===== src/design/lc3x_pkg.sv =====
package lc3x_pkg;

	localparam int MEM_WORDS_DEFAULT = 65536;
	localparam logic [15:0] PC_RESET = 16'h3000;
	localparam logic [2:0] FLAGS_RESET = 3'b010;

	localparam logic [1:0] ST_EXEC = 2'd0;
	localparam logic [1:0] ST_LOADED = 2'd1;
	localparam logic [1:0] ST_UNHANDLED = 2'd2;

	localparam logic [3:0] OP_BR = 4'h0;
	localparam logic [3:0] OP_ADD = 4'h1;
	localparam logic [3:0] OP_LD = 4'h2;
	localparam logic [3:0] OP_ST = 4'h3;
	localparam logic [3:0] OP_JSR = 4'h4;
	localparam logic [3:0] OP_AND = 4'h5;
	localparam logic [3:0] OP_LDR = 4'h6;
	localparam logic [3:0] OP_STR = 4'h7;
	localparam logic [3:0] OP_NOT = 4'h9;
	localparam logic [3:0] OP_LDI = 4'hA;
	localparam logic [3:0] OP_STI = 4'hB;
	localparam logic [3:0] OP_JMP = 4'hC;
	localparam logic [3:0] OP_LEA = 4'hE;

	// Datapath commands issued by the controller.
	typedef enum logic [2:0] {
		CMD_NONE,
		CMD_DECODE,
		CMD_MEM_RD,
		CMD_MEM_RD2,
		CMD_FINISH
	} cmd_t;

	typedef struct packed {
		cmd_t cmd;
	} ctl_t;

	typedef struct packed {
		logic indirect;
	} sts_t;

	function automatic logic [2:0] nzp(input logic [15:0] v);
		if (v == 16'd0) return 3'b010;
		else if (v[15]) return 3'b100;
		else return 3'b001;
	endfunction

endpackage


===== src/design/lc3x_ctrl.sv =====
module lc3x_ctrl (
	input logic clk,
	input logic arst_n,
	input logic start,
	input lc3x_pkg::sts_t sts,
	output lc3x_pkg::ctl_t ctl,
	output logic busy,
	output logic done
);

	localparam logic [2:0] S_IDLE = 3'd0;
	localparam logic [2:0] S_DEC = 3'd1;
	localparam logic [2:0] S_RD = 3'd2;
	localparam logic [2:0] S_RD2 = 3'd3;
	localparam logic [2:0] S_FIN = 3'd4;

	logic [2:0] state_q;

	always_ff @(posedge clk or negedge arst_n) begin
		if (!arst_n) begin
			state_q <= S_IDLE;
		end else begin
			case (state_q)
				S_IDLE: if (start) state_q <= S_DEC;
				S_DEC: state_q <= S_RD;
				S_RD: state_q <= sts.indirect ? S_RD2 : S_FIN;
				S_RD2: state_q <= S_FIN;
				S_FIN: state_q <= S_IDLE;
				default: state_q <= S_IDLE;
			endcase
		end
	end

	always_comb begin
		case (state_q)
			S_DEC: ctl.cmd = lc3x_pkg::CMD_DECODE;
			S_RD: ctl.cmd = lc3x_pkg::CMD_MEM_RD;
			S_RD2: ctl.cmd = lc3x_pkg::CMD_MEM_RD2;
			S_FIN: ctl.cmd = lc3x_pkg::CMD_FINISH;
			default: ctl.cmd = lc3x_pkg::CMD_NONE;
		endcase
	end

	assign busy = (state_q != S_IDLE);
	assign done = (state_q == S_FIN);

	a_start_dec: assert property (@(posedge clk) disable iff (!arst_n)
		(state_q == S_IDLE && start) |=> state_q == S_DEC) else $error("no decode");
	a_fin_idle: assert property (@(posedge clk) disable iff (!arst_n)
		state_q == S_FIN |=> state_q == S_IDLE) else $error("fin stuck");
	a_rd2: assert property (@(posedge clk) disable iff (!arst_n)
		state_q == S_RD2 |-> $past(state_q) == S_RD) else $error("bad rd2");

endmodule


===== config.mk =====
export PLATFORM = sky130hd
export DESIGN_NAME = lc3x_ctrl
export DESIGN_NICKNAME = d
export VERILOG_FILES = /design/src/design/lc3x_pkg.sv /design/src/design/lc3x_ctrl.sv
export SDC_FILE = /design/constraint.sdc
export NUM_CORES = 1
export LEC_CHECK = 0
export BUFFER_PORTS_ARGS = -buffer_cell sky130_fd_sc_hd__buf_2
export CAP_MARGIN = 20
export CORE_AREA = 3 3 40 42
export DETAILED_ROUTE_END_ITERATION = 7
export DIE_AREA = 0 0 43 45
export GPL_TIMING_DRIVEN = 0
export PLACE_DENSITY = 0.37
export SKIP_LAST_GASP = 1
export SLEW_MARGIN = 20
export SYNTH_ARGS = -nofsm -noshare
export SYNTH_HDL_FRONTEND = slang
export SYNTH_SLANG_ARGS = --single-unit
export TNS_END_PERCENT = 5

===== constraint.sdc =====
create_clock -name clk -period 2.2 [get_ports clk]
set_input_delay 0 -clock clk [delete_from_list [all_inputs] [get_ports clk]]
set_output_delay 0 -clock clk [all_outputs]
set_load 0.01 [all_outputs]

* Word-level counts from Yosys, hierarchy flattened
Cells that the tools add are included.
** Cells by class
- Eq/ne operators :: 5
- Reduce and logical (&&, ||, !) cells :: 2
- Mux-type cells :: 4
** Operators with widths (number)
- $pmux W3 S4 :: 2
- $eq A3 B2 Y1 const B :: 2
- $mux W3 :: 2
- $eq A3 B1 Y1 const B :: 1
- $eq A3 B3 Y1 const B :: 1
- $logic_not A3 Y1 :: 1
- $reduce_bool A3 Y1 :: 1
- $ne A2 B2 Y1 const B :: 1
** Word-level totals
- Register bits after elaboration :: 3
- Word-level logic and storage cells :: 12

* Logic depth before layout (Yosys ltp)
- Word-level depth :: 2
- Gate-level depth with buffers :: 3

* Worst setup path before layout
OpenSTA, ideal clock, no wires.
- Path type :: register to register
- Start point :: reg state_q[1]
- End point :: reg state_q[1]
- Arrival time :: 771 ps
- Slack :: 1308 ps
- Setup time :: 122 ps
- Cell stages (with the launch flop) :: 3
- Path through :: dfrtp_1 nor2b_4 a32o_1
** Between the ends
- Cells in the longest elaborated chain, start to end :: 2
** RTL lines
- start, declared :: RTL line lc3x_ctrl.sv:17 : logic [2:0] state_q;
- start signal, assigned :: RTL line lc3x_ctrl.sv:26 : S_RD: state_q <= sts.indirect ? S_RD2 : S_FIN;
- $eq A3 B2 Y1, or another cell as far along :: RTL line lc3x_ctrl.sv:23 : case (state_q)
- $pmux W3 S4 or $ne A2 B2 Y1 (tied branches)
Parallel ways exist; a longest one is shown, timed or not.
A chain may end at the register's enable or synchronous reset.

* Worst setup path in the final report
- Start point :: reg state_q[2]
- End point :: out busy
** Between the ends
- Cells in the longest elaborated chain, start to end :: 1
** RTL lines
- $reduce_bool A3 Y1 :: RTL line lc3x_ctrl.sv:44 : assign busy = (state_q != S_IDLE);
- end, declared :: RTL line lc3x_ctrl.sv:7 : output logic busy,
No other way between the ends.

==> impl_results.rst <==
.. list-table::
   :header-rows: 1

   * - Metric
     - Value
   * - Vias per inst
     - 3.721
   * - R2R Path End
     - state_q[1]$_DFFE_PN0P_
   * - Final critical delay including setup and external delays
     - 1.180 ns
   * - Clock tree root driver cell
     - sky130_fd_sc_hd__clkbuf_4
   * - Core region area
     - 1285 um2
   * - Initial Util
     - 12.37%
   * - Kind of capture point of the worst setup path
     - output pin
   * - Number of cell rows
     - 13
   * - Area growth, synth to finish
     - 66.14%
   * - Clk Latency, worst-skew pair
     - 0.23 ns
   * - Slew HR
     - 87.12%
   * - Maximum clock insertion buffer count
     - 2
   * - Setup tns final
     - 0 ns
   * - Biggest registers after layout
     - state_q (3)
   * - Final count of hold timing violations
     - 0
   * - Total Power
     - 0.3504 mW
   * - Total count of max-transition violations in the final report
     - 0
   * - Synthesis-stage register bit count
     - 3
   * - RePlAce Congestion
     - 0.7371
   * - Number of antenna diodes
     - 0
   * - Port Buffer Count
     - 8
   * - Reported leakage power
     - 0.1381 nW
   * - Total number of vias
     - 160
   * - Power density normalized to cell area
     - 1327 nW/um2
   * - Global-route wire length before repair
     - 710 um
   * - Start point of the critical path
     - state_q[2]$_DFFE_PN0P_
   * - Number of nets in the synthesized netlist
     - 18
   * - Antenna violations before repair
     - 0
   * - Clock tree from TritonCTS
     - yes
   * - Area of the die
     - 1935 um2
   * - Setup crit start kind
     - flip-flop
   * - RSZ-0062 raised after global routing
     - no
   * - Period Utilization, post-route
     - 53.63%
   * - Utilization after layout
     - 20.55%
   * - Count of distinct cell types in the synthesized netlist
     - 11
   * - Warning count from the yosys run
     - 0
   * - Source of the worst register-to-register timing path
     - state_q[1]$_DFFE_PN0P_
   * - Worst endpoint data arrival time
     - 1.18 ns
   * - Starting DRT DRC Count
     - 2
   * - Clock tree skew after final layout
     - 0.0007005 ns
   * - Post-Syn Area
     - 158.9 um2
   * - Clk sinks
     - 3
   * - Vertical die dimension
     - 45 um
   * - H-tree depth
     - 1
   * - Cell depth of the worst flop-to-flop path
     - 2
   * - Max_cap viols
     - 0
   * - Routed WL
     - 406 um
   * - Routed wirelength normalized by instance count
     - 9.442 um
   * - Leading cell types in the layout, fill and taps excluded
     - sky130_fd_sc_hd__buf_2, sky130_fd_sc_hd__clkbuf_4, sky130_fd_sc_hd__dfrtp_1, sky130_fd_sc_hd__inv_1, sky130_fd_sc_hd__dlygate4sd3_1
   * - Clock slew at the register clock pins of the worst setup and hold paths
     - 0.04 ns
   * - Critical path type
     - reg2out
   * - Peak Freq
     - 847.5 MHz
   * - Required time worst endpoint
     - 2.20 ns
   * - Number of buffers created by CTS
     - 3
   * - Final setup viols
     - 0
   * - Flop2flop setup slack
     - 1.26 ns
   * - Buffer count from post-CTS setup fixing
     - 0
   * - Mean post-synth cell area
     - 11.35 um2
   * - Number of flip-flops in the largest register
     - 3
   * - Worst min path class
     - in2async
   * - Crit-path max FO
     - 5
   * - Worst-Margin Slew
     - 0.1933 ns
   * - Die W
     - 43 um
   * - Residual DRC
     - 0
   * - Aggregate global-route resource usage
     - 5.760%
   * - Post-CTS sizing
     - 0
   * - Share of cells above drive strength 1
     - 50.00%
   * - Largest net degree at the start of global routing
     - 6
   * - Number of nets with antenna violations after routing
     - 0
   * - Register ranked first by flip-flop count
     - state_q
   * - Worst VDD drop
     - 0.4038 mV
   * - Nets
     - 33
   * - Most common cell after layout, fill and taps aside
     - sky130_fd_sc_hd__buf_2
   * - Residual overflow from global routing
     - 0
   * - Vias in the first global route
     - 182
   * - CP endpoint
     - busy
   * - Register area share after synthesis
     - 47.24%
   * - Instance count of the mapped netlist
     - 14
   * - First-pass iteration count of the detailed router
     - 4
   * - Ports
     - 9
   * - Result of the run
     - complete, no violations
   * - Layout fillers
     - 147
## power by group
part	leakage (nW)	internal [mW]	switching, mW
registers	0.0389	0.0774	0.0255
clock network	0.0150	0.0679	0.0281
logic	0.0842	0.0802	0.0713
## cells in the mapped netlist, drive strengths merged
master  number  share of area, %
and3         1               3.9
nor3         1               3.1
a21boi       1               7.1
or3          1               3.9
mux2i        1               6.3
nor2b        2                13
inv          2               4.7
buf          1               4.7
dfrtp        3                47
a32o         1               6.3
## worst min-delay path by stage
stage,from,endpoint,slack [ns],cells after the start
6_report,arst_n,state_q[0]$_DFFE_PN0P_,0.09,2
5_1_grt,arst_n,state_q[2]$_DFFE_PN0P_,0.09,2
4_1_cts,arst_n,state_q[1]$_DFFE_PN0P_,0.08,2
3_5_place_dp,arst_n,state_q[1]$_DFFE_PN0P_,-0.20,1
3_3_place_gp,arst_n,state_q[0]$_DFFE_PN0P_,-0.21,1
2_1_floorplan,arst_n,state_q[0]$_DFFE_PN0P_,-0.30,0
## layout make-up
cell class | instances | area, um2 | share of cell area [%]
Multi-Input combinational cell | 8 | 68.82 | 26.07
Sequential cell | 3 | 75.07 | 28.44
Inverter | 2 | 7.507 | 2.844
Clock buffer | 4 | 26.28 | 9.953
Tap cell | 15 | 18.77 | 7.109
Timing Repair Buffer | 10 | 60.06 | 22.75
Buffer | 1 | 7.507 | 2.844
## metrics by stage
step	worst slack, ns	instance area, um2	instances	hold slack (ns)
floorplan	1.308	158.9	14	-0.2956
global placement	1.266	217.7	37	-0.2059
detailed placement	1.258	217.7	37	-0.2029
CTS	1.007	264.0	43	0.07664
global route	0.9615	264.0	43	0.09159
finish	1.020	264.0	43	0.08692
## layer usage
| metal | share of wire [%] | global-route usage [%] | vias up | routed length (um) |
|---|---|---|---|---|
| met5 | 0 | 0 | - | 0 |
| met2 | 38 | 7.485 | 12 | 156 |
| met4 | 4.2 | 9.036 | 0 | 17 |
| met3 | 14 | 3.187 | 2 | 56 |
| li1 | - | - | 74 | - |
| met1 | 43 | 5.097 | 72 | 176 |
## critical path, cell delays in order (launching register included)
cell	delay, ns
sky130_fd_sc_hd__dfrtp_1	0.43
sky130_fd_sc_hd__or3_1	0.38
sky130_fd_sc_hd__buf_2	0.14
## repair_timing
item / 4_1_cts / 5_1_grt
endpoints found under the hold margin: 4 / 0
endpoints found under the setup margin: 0 / 0
hold buffers: 2 / 0
## logic make-up after synthesis
family	count (synthesis)	share of synthesized area, %
flip-flops	3	47.24
AO/OA/AOI/OAI	2	13.39
AND/OR/NAND/NOR	5	23.62
multiplexers	1	6.299
buffers and inverters	3	9.452
No activity file was read; power rests on OpenSTA's default activity.
